File: src/rtl/core/krsp_pkg.sv
// Shared types and character constants for the keyed record stream parser.
package krsp_pkg;

    localparam int LEN_W = 31;

    localparam logic [7:0] CHAR_PLUS  = 8'h2B;
    localparam logic [7:0] CHAR_COMMA = 8'h2C;
    localparam logic [7:0] CHAR_COLON = 8'h3A;
    localparam logic [7:0] CHAR_DASH  = 8'h2D;
    localparam logic [7:0] CHAR_GT    = 8'h3E;
    localparam logic [7:0] CHAR_NL    = 8'h0A;
    localparam logic [7:0] CHAR_ZERO  = 8'h30;
    localparam logic [7:0] CHAR_NINE  = 8'h39;

    // A further digit is refused once the running value exceeds this.
    localparam logic [LEN_W-1:0] ACC_LIMIT = 31'd214748363;

    typedef enum logic [2:0] {
        KIND_START  = 3'd0,
        KIND_KEY    = 3'd1,
        KIND_DATA   = 3'd2,
        KIND_END    = 3'd3,
        KIND_IN_END = 3'd4,
        KIND_ERROR  = 3'd5
    } kind_t;

    typedef struct packed {
        logic [7:0] byte_in;
        logic       stream_end;
    } byte_item_t;

    typedef struct packed {
        kind_t            kind;
        logic [7:0]       out_byte;
        logic [LEN_W-1:0] key_length;
        logic [LEN_W-1:0] data_length;
        logic             last_of_field;
    } event_item_t;

    // Result of one parser step: whether an event is produced, and the event.
    typedef struct packed {
        logic        valid;
        event_item_t item;
    } step_result_t;

endpackage

File: src/rtl/core/krsp_byte_if.sv
// Valid/ready channel that carries one stream byte per transfer.
interface krsp_byte_if;
    logic                  valid;
    logic                  ready;
    krsp_pkg::byte_item_t  data;

    modport source (output valid, output data, input ready);
    modport sink (input valid, input data, output ready);
endinterface

File: src/rtl/core/krsp_event_if.sv
// Valid/ready channel that carries one parser event per transfer.
interface krsp_event_if;
    logic                  valid;
    logic                  ready;
    krsp_pkg::event_item_t data;

    modport source (output valid, output data, input ready);
    modport sink (input valid, input data, output ready);
endinterface

File: src/rtl/core/krsp_parser.sv
// Parse state machine: consumes one registered byte per step and forms the event.
module krsp_parser
(
    input  logic                    clk,
    input  logic                    rst_n,
    input  logic                    step,
    input  krsp_pkg::byte_item_t    item,
    output krsp_pkg::step_result_t  result
);

    typedef enum logic [3:0] {
        PH_START = 4'd0,
        PH_KLEN  = 4'd1,
        PH_DLEN  = 4'd2,
        PH_KEY   = 4'd3,
        PH_DASH  = 4'd4,
        PH_GT    = 4'd5,
        PH_DATA  = 4'd6,
        PH_NL    = 4'd7,
        PH_HALT  = 4'd8
    } phase_t;

    phase_t                      phase_reg, phase_next;
    logic [krsp_pkg::LEN_W-1:0]  key_len_reg, key_len_next;
    logic [krsp_pkg::LEN_W-1:0]  data_len_reg, data_len_next;
    logic [krsp_pkg::LEN_W-1:0]  left_reg, left_next;
    logic                        digit_seen_reg, digit_seen_next;

    logic                        is_digit;
    logic [3:0]                  digit;
    logic [7:0]                  digit_wide;
    logic [krsp_pkg::LEN_W-1:0]  acc_sel;
    logic [krsp_pkg::LEN_W+2:0]  acc_times_ten;
    logic [krsp_pkg::LEN_W-1:0]  acc_new;
    logic                        acc_over;
    logic [krsp_pkg::LEN_W-1:0]  left_dec;
    logic                        left_last;

    assign is_digit   = (item.byte_in >= krsp_pkg::CHAR_ZERO) &&
                        (item.byte_in <= krsp_pkg::CHAR_NINE);
    assign digit_wide = item.byte_in - krsp_pkg::CHAR_ZERO;
    assign digit      = digit_wide[3:0];

    // One shared multiply-by-ten: key length while in the key length, else data.
    assign acc_sel       = (phase_reg == PH_KLEN) ? key_len_reg : data_len_reg;
    assign acc_times_ten = {acc_sel, 3'b000} + {2'b00, acc_sel, 1'b0}
                         + {{(krsp_pkg::LEN_W - 1){1'b0}}, digit};
    assign acc_new       = acc_times_ten[krsp_pkg::LEN_W-1:0];
    assign acc_over      = acc_sel > krsp_pkg::ACC_LIMIT;

    assign left_dec  = left_reg - {{(krsp_pkg::LEN_W - 1){1'b0}}, 1'b1};
    assign left_last = (left_dec == '0);

    always_comb
    begin
        phase_next      = phase_reg;
        key_len_next    = key_len_reg;
        data_len_next   = data_len_reg;
        left_next       = left_reg;
        digit_seen_next = digit_seen_reg;
        result          = '0;

        if (phase_reg != PH_HALT)
        begin
            if (item.stream_end)
            begin
                phase_next        = PH_HALT;
                result.valid      = 1'b1;
                result.item.kind  = krsp_pkg::KIND_ERROR;
            end
            else
            begin
                unique case (phase_reg)
                    PH_START:
                    begin
                        if (item.byte_in == krsp_pkg::CHAR_NL)
                        begin
                            phase_next       = PH_HALT;
                            result.valid     = 1'b1;
                            result.item.kind = krsp_pkg::KIND_IN_END;
                        end
                        else if (item.byte_in == krsp_pkg::CHAR_PLUS)
                        begin
                            key_len_next    = '0;
                            data_len_next   = '0;
                            digit_seen_next = 1'b0;
                            phase_next      = PH_KLEN;
                        end
                        else
                        begin
                            phase_next       = PH_HALT;
                            result.valid     = 1'b1;
                            result.item.kind = krsp_pkg::KIND_ERROR;
                        end
                    end
                    PH_KLEN, PH_DLEN:
                    begin
                        if (is_digit && !acc_over)
                        begin
                            digit_seen_next = 1'b1;
                            if (phase_reg == PH_KLEN)
                                key_len_next = acc_new;
                            else
                                data_len_next = acc_new;
                        end
                        else if (!is_digit && digit_seen_reg && phase_reg == PH_KLEN &&
                                 item.byte_in == krsp_pkg::CHAR_COMMA)
                        begin
                            digit_seen_next = 1'b0;
                            phase_next      = PH_DLEN;
                        end
                        else if (!is_digit && digit_seen_reg && phase_reg == PH_DLEN &&
                                 item.byte_in == krsp_pkg::CHAR_COLON)
                        begin
                            digit_seen_next         = 1'b0;
                            left_next               = key_len_reg;
                            phase_next              = (key_len_reg != '0) ? PH_KEY : PH_DASH;
                            result.valid            = 1'b1;
                            result.item.kind        = krsp_pkg::KIND_START;
                            result.item.key_length  = key_len_reg;
                            result.item.data_length = data_len_reg;
                        end
                        else
                        begin
                            phase_next       = PH_HALT;
                            result.valid     = 1'b1;
                            result.item.kind = krsp_pkg::KIND_ERROR;
                        end
                    end
                    PH_KEY, PH_DATA:
                    begin
                        left_next                 = left_dec;
                        result.valid              = 1'b1;
                        result.item.kind          = (phase_reg == PH_KEY) ?
                                                    krsp_pkg::KIND_KEY : krsp_pkg::KIND_DATA;
                        result.item.out_byte      = item.byte_in;
                        result.item.last_of_field = left_last;
                        if (left_last)
                            phase_next = (phase_reg == PH_KEY) ? PH_DASH : PH_NL;
                    end
                    PH_DASH:
                    begin
                        if (item.byte_in == krsp_pkg::CHAR_DASH)
                            phase_next = PH_GT;
                        else
                        begin
                            phase_next       = PH_HALT;
                            result.valid     = 1'b1;
                            result.item.kind = krsp_pkg::KIND_ERROR;
                        end
                    end
                    PH_GT:
                    begin
                        if (item.byte_in == krsp_pkg::CHAR_GT)
                        begin
                            left_next  = data_len_reg;
                            phase_next = (data_len_reg != '0) ? PH_DATA : PH_NL;
                        end
                        else
                        begin
                            phase_next       = PH_HALT;
                            result.valid     = 1'b1;
                            result.item.kind = krsp_pkg::KIND_ERROR;
                        end
                    end
                    PH_NL:
                    begin
                        phase_next   = (item.byte_in == krsp_pkg::CHAR_NL) ? PH_START : PH_HALT;
                        result.valid = 1'b1;
                        result.item.kind = (item.byte_in == krsp_pkg::CHAR_NL) ?
                                           krsp_pkg::KIND_END : krsp_pkg::KIND_ERROR;
                    end
                    default:
                    begin
                        phase_next = PH_HALT;
                    end
                endcase
            end
        end
    end

    always_ff @(posedge clk or negedge rst_n)
    begin
        if (!rst_n)
        begin
            phase_reg      <= PH_START;
            key_len_reg    <= '0;
            data_len_reg   <= '0;
            left_reg       <= '0;
            digit_seen_reg <= 1'b0;
        end
        else if (step)
        begin
            phase_reg      <= phase_next;
            key_len_reg    <= key_len_next;
            data_len_reg   <= data_len_next;
            left_reg       <= left_next;
            digit_seen_reg <= digit_seen_next;
        end
    end

endmodule

File: src/rtl/core/keyed_record_stream_parser_core.sv
// Top level of the keyed record stream parser: input register, parser, event register.
//
// The block reads a text stream of records "+klen,dlen:key->data\n", one byte per
// transfer on byte_stream, and ends the stream on a bare newline. For each record it
// sends a record start event carrying both decimal lengths when the colon arrives,
// then one event per key byte and per data byte, with last_of_field set on the final
// byte of each field, and a record end event on the closing newline. The bare newline
// gives an input end event. Missing digits, a length that grows past 2147483639, a
// wrong separator, or a stream_end transfer anywhere give one format error event.
// After the input end or a format error the block keeps taking bytes but sends no
// more events until reset. Plus, comma, dash, '>' and digit bytes give no event.
// Throughput is one byte per clock cycle while the receiver keeps up: every transfer
// passes through an input register, the parse logic that updates the state machine,
// and an event register. An event is offered on record_events once the parse logic
// has loaded it from the input register into the event register. The parser steps
// whenever the event register is empty or is emptied in the same cycle, so back to
// back transfers flow with no gap while the receiver keeps up. When a stalled receiver
// holds an event in the event register, the input register still takes one more byte,
// and then byte_stream.ready stays low until that event transfers.
module keyed_record_stream_parser_core
(
    input  logic          clk,
    input  logic          rst_n,
    krsp_byte_if.sink     byte_stream,
    krsp_event_if.source  record_events
);

    logic                    in_valid_reg;
    krsp_pkg::byte_item_t    in_item_reg;
    logic                    out_valid_reg;
    krsp_pkg::event_item_t   out_item_reg;

    logic                    advance;
    logic                    in_take;
    krsp_pkg::step_result_t  result;

    // The parser steps when a byte is held and the event register can take its event.
    assign advance = in_valid_reg && (!out_valid_reg || record_events.ready);
    assign byte_stream.ready = !in_valid_reg || advance;
    assign in_take = byte_stream.valid && byte_stream.ready;

    krsp_parser u_parser
    (
        .clk    (clk),
        .rst_n  (rst_n),
        .step   (advance),
        .item   (in_item_reg),
        .result (result)
    );

    always_ff @(posedge clk or negedge rst_n)
    begin
        if (!rst_n)
        begin
            in_valid_reg  <= 1'b0;
            out_valid_reg <= 1'b0;
        end
        else
        begin
            if (byte_stream.ready)
                in_valid_reg <= byte_stream.valid;

            if (advance)
                out_valid_reg <= result.valid;
            else if (record_events.ready)
                out_valid_reg <= 1'b0;
        end
    end

    // Payload registers carry no reset; their valid flags qualify them.
    always_ff @(posedge clk)
    begin
        if (in_take)
            in_item_reg <= byte_stream.data;
        if (advance && result.valid)
            out_item_reg <= result.item;
    end

    assign record_events.valid = out_valid_reg;
    assign record_events.data  = out_item_reg;

endmodule

File: src/flat_wrapper.sv
// flat-port wrapper written by rule: the top's interface ports become plain ports
module keyed_record_stream_parser_core_flat 
  (clk, rst_n, byte_stream_valid, byte_stream_data, byte_stream_ready, record_events_valid, record_events_data, record_events_ready);
  krsp_byte_if byte_stream_i ();
  krsp_event_if record_events_i ();
  input  logic clk;
  input  logic rst_n;
  input wire logic [$bits(byte_stream_i.valid)-1:0] byte_stream_valid;
  input wire logic [$bits(byte_stream_i.data)-1:0] byte_stream_data;
  output wire logic [$bits(byte_stream_i.ready)-1:0] byte_stream_ready;
  output wire logic [$bits(record_events_i.valid)-1:0] record_events_valid;
  output wire logic [$bits(record_events_i.data)-1:0] record_events_data;
  input wire logic [$bits(record_events_i.ready)-1:0] record_events_ready;
  assign byte_stream_i.valid = byte_stream_valid;
  assign byte_stream_i.data = byte_stream_data;
  assign byte_stream_ready = byte_stream_i.ready;
  assign record_events_valid = record_events_i.valid;
  assign record_events_data = record_events_i.data;
  assign record_events_i.ready = record_events_ready;
  keyed_record_stream_parser_core u_core (.clk(clk), .rst_n(rst_n), .byte_stream(byte_stream_i), .record_events(record_events_i));
endmodule
File: config.mk
export PLATFORM = sky130hd
export DESIGN_NAME = keyed_record_stream_parser_core_flat
export DESIGN_NICKNAME = d
export VERILOG_FILES = /design/src/rtl/core/krsp_pkg.sv /design/src/rtl/core/krsp_byte_if.sv /design/src/rtl/core/krsp_event_if.sv /design/src/rtl/core/krsp_parser.sv /design/src/rtl/core/keyed_record_stream_parser_core.sv /design/src/flat_wrapper.sv
export SDC_FILE = /design/constraint.sdc
export NUM_CORES = 1
export LEC_CHECK = 0
export BUFFER_PORTS_ARGS = -buffer_cell sky130_fd_sc_hd__buf_4
export CORE_UTILIZATION = 44
export DETAILED_ROUTE_END_ITERATION = 10
export SKIP_LAST_GASP = 1
export SLEW_MARGIN = 15
export SYNTH_ARGS = -nofsm -noshare
export SYNTH_HDL_FRONTEND = slang
export SYNTH_SLANG_ARGS = --single-unit
File: constraint.sdc
create_clock -name clk -period 5 [get_ports clk]
set_clock_uncertainty 0.2 [all_clocks]
set_input_delay 0.75 -clock clk [delete_from_list [all_inputs] [get_ports clk]]
set_output_delay 0.75 -clock clk [all_outputs]
set_load 0.005 [all_outputs]
* Word-level counts from Yosys, hierarchy flattened *
Index checks and enable logic that the tools add are counted.

word-level totals
  output and inout bits = 76
  register bits = 183
  bits of input ports = 13
  word-level logic and storage cells = 141

cells by class
  add/subtract/negate cells = 4
  equality and inequality tests = 26
  bitwise logic cells = 5
  reductions and logical operators = 33
  magnitude comparators = 3
  muxes and demuxes = 55

operators by type and width
  operator                                                                             number
  31-bit 2-to-1 mux                                                                    11
  62-bit 2-to-1 mux                                                                    4
  31-bit case mux with 2 select lines                                                  2
  31-bit case mux with 3 select lines                                                  1
  75-bit 2-to-1 mux                                                                    1
  71-bit 2-to-1 mux                                                                    1
  4-bit 2-to-1 mux                                                                     17
  31-bit nonzero test                                                                  2
  4-bit case mux with 6 select lines                                                   2
  8-bit by 6-bit == test with 1-bit output, second input constant                      5
  31-bit adder                                                                         1
  31-bit by 4-bit adder with 31-bit output                                             1
  31-bit by 28-bit greater-than comparator with 1-bit output, second input constant    1
  31-bit zero test                                                                     1
  31-bit by 1-bit subtractor with 31-bit output, second input constant                 1
  8-bit AND reduction                                                                  3
  2-bit inequality test, second input constant                                         9
  4-bit by 3-bit == test with 1-bit output, second input constant                      4
  1-bit logical AND                                                                    10
  1-bit 2-to-1 mux                                                                     9
  3-bit 2-to-1 mux                                                                     3
  4-bit by 2-bit == test with 1-bit output, second input constant                      2
  8-bit by 4-bit == test with 1-bit output, second input constant                      1
  8-bit by 6-bit greater-or-equal comparator with 1-bit output, second input constant  1
  other kinds (19)                                                                     33

* Longest topological paths before layout *
Gate-level depths: netlist of the first run.

  depth in word-level cells = 13
  gate-level depth with buffers = 18
  gate-level depth less buffers = 15

* Cells and area by module *
From an unflattened synthesis of the first run, not the netlist that was laid out.

second synthesis, totals
  cells, all modules = 1197
  area total of the unflattened synthesis = 11136.9 µm²

modules (own cells, without submodules)
  module                           cells each  times used  sequential area each (µm²)  area each (µm²)
  krsp_parser                      1104        1           2452.4                      8535.7
  keyed_record_stream_parser_core  93          1           2542.4                      2601.2

* Worst setup path after synthesis of the first run *
OpenSTA, ideal clock, no wires.

  kind = register to register
  start point = register u_core.u_parser.phase_reg[2]
  end point = register u_core.u_parser.data_len_reg[26] (netlist name)
  buffers on the path = 2
  data arrival time = 4.391 ns
  slack = 0.265 ns
  required time = 4.656 ns
  library setup time = 0.144 ns
  cell stages (with the launch flop) = 17
  period minus slack after synthesis = 4.735 ns
  cells stage by stage = dfrtp_1 buf_2 or4b_4 clkbuf_1 nand2_1 o21ai_0 fa_1 inv_1 fa_1 nor2b_1 o31ai_1 a211oi_1 o2111ai_1 a311o_1 nor4b_1 a2111oi_0 o21ai_0

between the ends
  word-level cells in the longest chain between the ends = 7
  elaborated cells on any way between the ends = 20
  classes of those cells = 2 x add/sub; 1 x order compare; 7 x eq/ne; 4 x mux; 6 x reduce/logical

RTL lines
  element                                                                                     RTL line                                                  source
  start, declared                                                                             krsp_parser.sv:23                                         phase_t phase_reg, phase_next;
  start signal, assigned                                                                      krsp_parser.sv:194                                        phase_reg <= phase_next;
  4-bit by 1-bit == test with 1-bit output                                                    krsp_parser.sv:45, krsp_parser.sv:73, krsp_parser.sv:101
  31-bit 2-to-1 mux                                                                           krsp_parser.sv:45                                         assign acc_sel = (phase_reg == PH_KLEN) ? key_len_reg : data_len_reg;
  31-bit adder or 31-bit by 28-bit greater-than comparator with 1-bit output (tied branches)  krsp_parser.sv:46, krsp_parser.sv:49
  31-bit by 4-bit adder with 31-bit output or 1-bit zero test (tied branches)                 krsp_parser.sv:47, krsp_parser.sv:98
  31-bit 2-to-1 mux or 1-bit logical AND (tied branches)                                      krsp_parser.sv:101, krsp_parser.sv:98
  31-bit 2-to-1 mux or 2-bit inequality test (tied branches)                                  n/a
  31-bit case mux with 2 select lines or 8-bit AND reduction (tied branches)                  n/a
  end signal, assigned                                                                        krsp_parser.sv:196                                        data_len_reg <= data_len_next;
  end, declared                                                                               krsp_parser.sv:25                                         logic [krsp_pkg::LEN_W-1:0] data_len_reg, data_len_next;

Several ways; a longest one is shown, not always the timed one. The select of a mux whose other input is x is not followed.
A chain may end at the register's enable or synchronous reset.

* Worst setup path in the final report of the first run *
  start point = register u_core.u_parser.phase_reg[1]
  end point = register u_core.u_parser.data_len_reg[30] (netlist name)

Same word-level chain as after synthesis.

==> flow_metrics.py, run 1 <==
metrics = {
    "clocking": {
        "clk_path_buf_depth": 2,
        "clock_sinks": 183,
        "cts_buffers": 17,
        "path_clk_slew_ps": 80,
        "ctsRootBufferMaster": "clkbuf_16",
        "h-tree-depth": 4,
        "cts_tree": "built",
        "worstSkewPairLatency_ps": 430,
        "cts_hold_buffers": 0,
        "post_cts_buffers": 0,
    },
    "detailed_routing": {
        "wirelength_um": 32420,
        "drt_first_pass_iters": 5,
        "vias": 9390,
        "via_per_inst": 6.035,
        "wire_per_inst_um": 20.83,
        "ant_nets": 0,
        "drtIter0Drc": 807,
        "drc_errors": 0,
    },
    "global_routing": {
        "overflow": 0,
        "grt_max_degree": 66,
        "grt_pass1_vias": 8704,
        "grt_pass1_wl_um": 50860,
        "grt_antenna_before_repair": 0,
        "grt_use_total_pct": 25.36,
    },
    "floorplan": {
        "dieArea_um2": 26040,
        "fp.coreArea_um2": 24600,
        "die_h_um": 161.4,
        "floorplan.initialDensity_pct": 45.41,
        "io_pins": 89,
        "fp.dieW_um": 161.4,
        "rows": 57,
    },
    "placement": {
        "port_buffers": 88,
        "placedInstanceArea_um2": 12160,
        "dpl.cell_count": 1523,
        "dp_hpwl_um": 23530,
        "place.gp.congestion": 0.9213,
    },
    "synth": {
        "yosys.area_share.adder_pct": 6.853,
        "synth_edf_count": 83,
        "syn_area_um2": 11170,
        "yosysTopAreaCell": "dfrtp_1",
        "synth_top_area_share_pct": 22.40,
        "synth_top_family_by_area": "simple AND/OR/NAND/NOR gates",
        "synthArstFlopShare_pct": 54.64,
        "synth_ff_type": "dfrtp_1",
        "yosysWarnings": 0,
        "synth-xor-area-share_pct": 2.273,
        "synth.distinct_cells": 78,
        "synth.area.top_cells": "dfrtp_1, edfxtp_1, ha_1, nand2_1, and2_1",
        "synth_compound_gate_area_share_pct": 15.16,
        "syn_inst": 1152,
        "synth_mux_area_share_pct": 5.207,
        "synthSimpleGateAreaFrac_pct": 22.28,
        "syn_area_per_cell_um2": 9.699,
        "synth_nets": 1225,
        "synth-seq-cells": 183,
        "ys_seq_area_share_pct": 44.70,
    },
    "sta": {
        "fmax_ghz": 0.2116,
        "min_period_ps": 4726,
        "slew_viol_final": 0,
        "min_period_over_period_pct": 94.52,
        "setup_viol": 0,
        "finalSetupTns_ps": 0,
        "rsz0062_at_grt": "no",
        "tightest_slew_ps": 972.6,
        "hold_viol_final": 0,
        "slew_headroom_pct": 35.02,
    },
    "final_layout": {
        "layout.filler_cells": 2292,
        "final_cells": 1556,
        "area_delta_synth_final_pct": 14.40,
        "nets": 1292,
        "largest_reg_flops": 74,
        "diodes": 0,
        "drive_gt1_share_pct": 15.58,
        "fin_area_um2": 12780,
    },
    "worst_setup_path": {
        "crit_path_start_kind": "flop",
        "critPathMaxStageDelay_ps": 620,
        "path_cells": "or4b_4, nand2_1, o21ai_0, fa_1, inv_1, fa_1, nor2b_1, o31ai_1, a211oi_2, o2111ai_2, a311o_1, a211oi_2, nor4_1, a211o_1",
        "crit_slowest_cell": "or4b_4",
        "crit_arrival_ps": 4850,
        "endpoint_kind": "flop",
        "crit_required_ps": 5130,
        "critPathMaxFanout": 9,
        "crit_type": "reg -> reg",
    },
    "power_and_ir_drop": {
        "leakage_nw": 5.596,
        "irDropWorstVdd_mv": 0.2338,
        "power.density_nw_per_um2": 240.9,
    },
    "run": {
        "maxCapViolCount": 0,
    },
    "min_path": {
        "worstHoldPathType": "in -> async",
    },
    "status": {
        "status": "finished, final reports clean",
    },
}
[path summary, 6_finish.rpt]
path	from	end	slack, ps	depth (start not counted)
max	u_core.u_parser.phase_reg[1]	u_core.u_parser.data_len_reg[30]	270	14
min	rst_n	u_core.u_parser.left_reg[5]	240	1
max reg2reg	u_core.u_parser.phase_reg[1]	u_core.u_parser.data_len_reg[30]	270	14
min reg2reg	u_core.u_parser.left_reg[29]	u_core.u_parser.left_reg[29]	320	2
max in group asynchronous	rst_n	u_core.u_parser.data_len_reg[15]	3360	2
min in group clk	byte_stream_data[2]	u_core.in_item_reg[2]	290	1
[timing repair]
| item | CTS | global route |
|---|---|---|
| resized for setup | 1 | 5 |
| endpoints found under the setup margin | 1 | 10 |
| pin swaps | 0 | 1 |
[routing by layer]
metal	share of wire [%]	global-route usage [%]	vias up
met5	0	0	-
met4	2.0	7.676	0
met3	6.4	2.851	38
met2	44	36.79	338
met1	48	39.34	4601
li1	-	-	4413
[per-stage QoR]
stage	utilization, %	total power [mW]	hold WS [ps]	setup WS [ps]
after floorplan	-	1.690	254.4	264.8
after global placement	49.41	1.767	295.5	183.9
after detailed placement	49.41	1.769	300.7	-5.644
after CTS	51.77	3.098	259.7	66.45
after global routing	51.95	3.166	272.2	8.971
final	51.95	3.079	235.8	274.0
[final cells by class]
cell class | count | area [um^2] | share of cell area [%]
tap | 324 | 405.4 | 3.171
sequential | 183 | 4995 | 39.08
timing repair buffer | 110 | 845.8 | 6.617
inverter | 25 | 93.84 | 0.7341
multi-input combinational | 882 | 5862 | 45.86
clock inverter | 13 | 126.4 | 0.9886
clock buffer | 19 | 454.2 | 3.553
[where the power goes]
part | switching (mW) | internal [mW]
clock network | 0.651 | 0.693
logic | 0.0702 | 0.0491
registers | 0.0157 | 1.60
[cells in the mapped netlist (7+ instances only)]
master and instances:
nor3_1 37, xor2_1 13, inv_1 25, dfrtp_1 100, o31ai_1 9, ha_1 58
and3_1 11, buf_6 7, mux2_2 25, mux2_1 24, o211ai_1 12, nand2b_1 10
a211oi_1 7, nor2b_1 7, xnor2_1 16, and2_1 74, o21ai_0 86, a222oi_1 10
clkbuf_1 44, nor2_1 86, nor3b_1 8, a21oi_1 46, nand2_1 133, nand4_1 11
or3_1 7, edfxtp_1 83, nor4_1 30, buf_2 8, a21o_1 10, nand3_1 33
a221oi_1 19
[cell families after synthesis]
group                      count (synthesis)
buffers and inverters                     87
adders and majority gates                 60
muxes                                     52
DFF                                      183
AOI/OAI and AO/OA                        259
and+or+nand+nor                          482
xor gates and xnor gates                  29
[layout by cell type, fill, tap and decap left out, types with 33 or more instances in the layout]
cell	netlist	layout
dfrtp_1	100	100
a21oi_1	46	45
nand2_1	133	133
nor2_1	86	86
ha_1	58	58
nand3_1	33	33
o21ai_0	86	86
and2_1	74	74
buf_4	1	108
nor3_1	37	36
edfxtp_1	83	83
[worst max-delay path: cells and delay by family, from the launching register on]
family,cells,cell delay [ps]
flops,1,440
fa+ha+maj,2,1010
simple gates,4,1020
buf+inv,1,70
compound gates,7,1880
(Power assumes the default switching activity.)
==> run 2: changes to the inputs <==
GPL_TIMING_DRIVEN = 0   (was not set)
MAX_ROUTING_LAYER = met4   (was not set)
==> flow_metrics.py, run 2 (synthesized netlist as in run 1, its figures left out) <==
metrics = {
    "final_layout": {
        "largest_reg_flops": 74,
        "drive_gt1_share_pct": 14.76,
        "final_cell_mix": "nand2_1, dfrtp_1, buf_4, nor2_1, o21ai_0",
        "nets": 1334,
        "fin_area_um2": 12910,
        "layout.filler_cells": 2339,
        "layout_commonest_cell": "nand2_1",
        "area_delta_synth_final_pct": 15.54,
        "fin_util_pct": 52.47,
    },
    "run": {
        "maxCapViolCount": 0,
    },
    "clocking": {
        "ctsRootBufferMaster": "clkbuf_16",
        "clock_sinks": 183,
        "cts_tree": "built",
        "clk_path_buf_depth": 2,
        "cts_hold_buffers": 0,
        "path_clk_slew_ps": 80,
        "worstSkewPairLatency_ps": 450,
        "h-tree-depth": 4,
        "cts_buffers": 17,
    },
    "placement": {
        "dp_hpwl_um": 25850,
        "place.gp.congestion": 0.9455,
        "placedInstanceArea_um2": 12270,
        "port_buffers": 88,
        "pre_cts_slack_ps": -886.6,
    },
    "detailed_routing": {
        "drc_errors": 0,
        "wire_per_inst_um": 21.92,
        "ant_nets": 0,
        "vias": 9692,
        "drt_first_pass_iters": 6,
        "via_per_inst": 6.061,
        "wirelength_um": 35050,
        "drtIter0Drc": 991,
    },
    "power_and_ir_drop": {
        "power_frac_clock_pct": 43.1,
        "swShare_pct": 24.29,
        "p_comb_share_pct": 3.8,
        "pwr-share-seq_pct": 53.1,
        "switching_power_mw": 0.7394,
        "irDropWorstVdd_mv": 0.2251,
        "leakage_nw": 5.647,
        "power.density_nw_per_um2": 235.8,
        "p_int_mw": 2.305,
    },
    "sta": {
        "hold_viol_final": 0,
        "layout_setup_ws_ps": 265.3,
        "fmax_ghz": 0.2112,
        "setup_viol": 0,
        "tightest_slew_ps": 1052,
        "rsz0062_at_grt": "yes",
        "slew_viol_final": 0,
        "hold_ws_ps": 175.2,
        "min_period_over_period_pct": 94.69,
        "min_period_ps": 4735,
        "slew_headroom_pct": 28.87,
    },
    "min_path": {
        "worstHoldPathType": "in -> async",
    },
    "global_routing": {
        "grt_use_total_pct": 28.35,
        "grt_pass1_vias": 9279,
        "grt_pass1_wl_um": 54320,
        "grt_max_degree": 101,
        "grt_antenna_before_repair": 0,
        "overflow": 0,
    },
    "worst_setup_path": {
        "critPathMaxFanout": 10,
        "crit_required_ps": 5130,
        "crit_arrival_ps": 4860,
        "critPathLaunch": "u_core.u_parser.phase_reg[2]",
        "crit_path_start_kind": "flop",
        "r2r-start": "u_core.u_parser.phase_reg[2]",
        "endpoint_kind": "flop",
        "crit_type": "reg -> reg",
    },
    "floorplan": {
        "fp.dieW_um": 161.4,
        "floorplan.initialDensity_pct": 45.41,
        "rows": 57,
        "dieArea_um2": 26040,
        "die_h_um": 161.4,
        "fp.coreArea_um2": 24600,
        "io_pins": 89,
    },
    "status": {
        "status": "finished, final reports clean",
    },
}
## run 2: changes by cell type in the layout (fill, tap and decap cells not counted), sizes merged
cell	change
clkbuf	+42
clkinv	+3
buf	-2
inv	-1
diode	+1
## run 2: timing repair
action,in CTS,in global routing
setup buffers,1,1
resized for setup,8,9
endpoints found under the setup margin,22,18
pin swaps,1,4
## run 2: final timing paths
path / slack [ps] / endpoint / cells after the start
worst min-delay path: 180 / u_core.u_parser.left_reg[21] / 1
worst max-delay path: 270 / u_core.u_parser.data_len_reg[30] / 18
max in group asynchronous: 3680 / u_core.u_parser.data_len_reg[3] / 1
worst min register to register: 330 / u_core.u_parser.left_reg[29] / 2
worst max register to register: 270 / u_core.u_parser.data_len_reg[30] / 18
min in group clk: 280 / u_core.in_item_reg[5] / 1
## run 2: metal layers
layer / vias to the layer above / GRT usage, % / routed length (um)
li1: 4488 / - / -
met1: 4739 / 40.01 / 15710
met2: 389 / 41.46 / 15820
met3: 76 / 3.236 / 2452
met4: 0 / 11.54 / 1065
met5: - / - / 0
## run 2: area by class of cell
type | instances | area, um^2 | area share (%)
multi-input cells | 882 | 5848 | 45.30
flip-flops and latches | 183 | 4995 | 38.69
repair buffers | 91 | 699.4 | 5.418
clock buffers | 17 | 425.4 | 3.295
well taps | 324 | 405.4 | 3.140
plain buffers | 61 | 301.5 | 2.336
clock inverters | 15 | 138.9 | 1.076
inverters | 25 | 93.84 | 0.7269
diodes | 1 | 2.502 | 0.01938
## run 2: stage by stage
step | TNS (ps) | instances | total power, mW
6_report | 0 | 1599 | 3.044
5_1_grt | -47.34 | 1598 | 3.128
4_1_cts | 0 | 1597 | 3.065
3_5_place_dp | -5888 | 1565 | 1.765
3_3_place_gp | -39850 | 1564 | 1.763
2_1_floorplan | 0 | 1152 | 1.690
## run 2: critical path, cell delays in order (launching register included)
cell      delay [ps]
dfrtp_1          350
buf_2            160
nor4b_2          270
buf_2            290
clkbuf_4         280
clkbuf_2         250
nand2_1           80
nand2_1          140
ha_1             250
ha_1             270
clkbuf_1         310
a21oi_1          120
o21ai_0          340
a221oi_2         100
buf_4            170
a311o_1          380
a211oi_4         280
nor4_1           100
a211o_1          270
## run 2: power groups by stage
| stage | clock network (mW) | logic [mW] | registers [mW] |
|---|---|---|---|
| finish | 1.31 | 0.115 | 1.62 |
| global route | 1.38 | 0.128 | 1.62 |
| CTS | 1.33 | 0.117 | 1.62 |
| global placement | 0 | 0.112 | 1.65 |
| floorplan | 0 | 0.0419 | 1.65 |
| detailed placement | 0 | 0.117 | 1.65 |
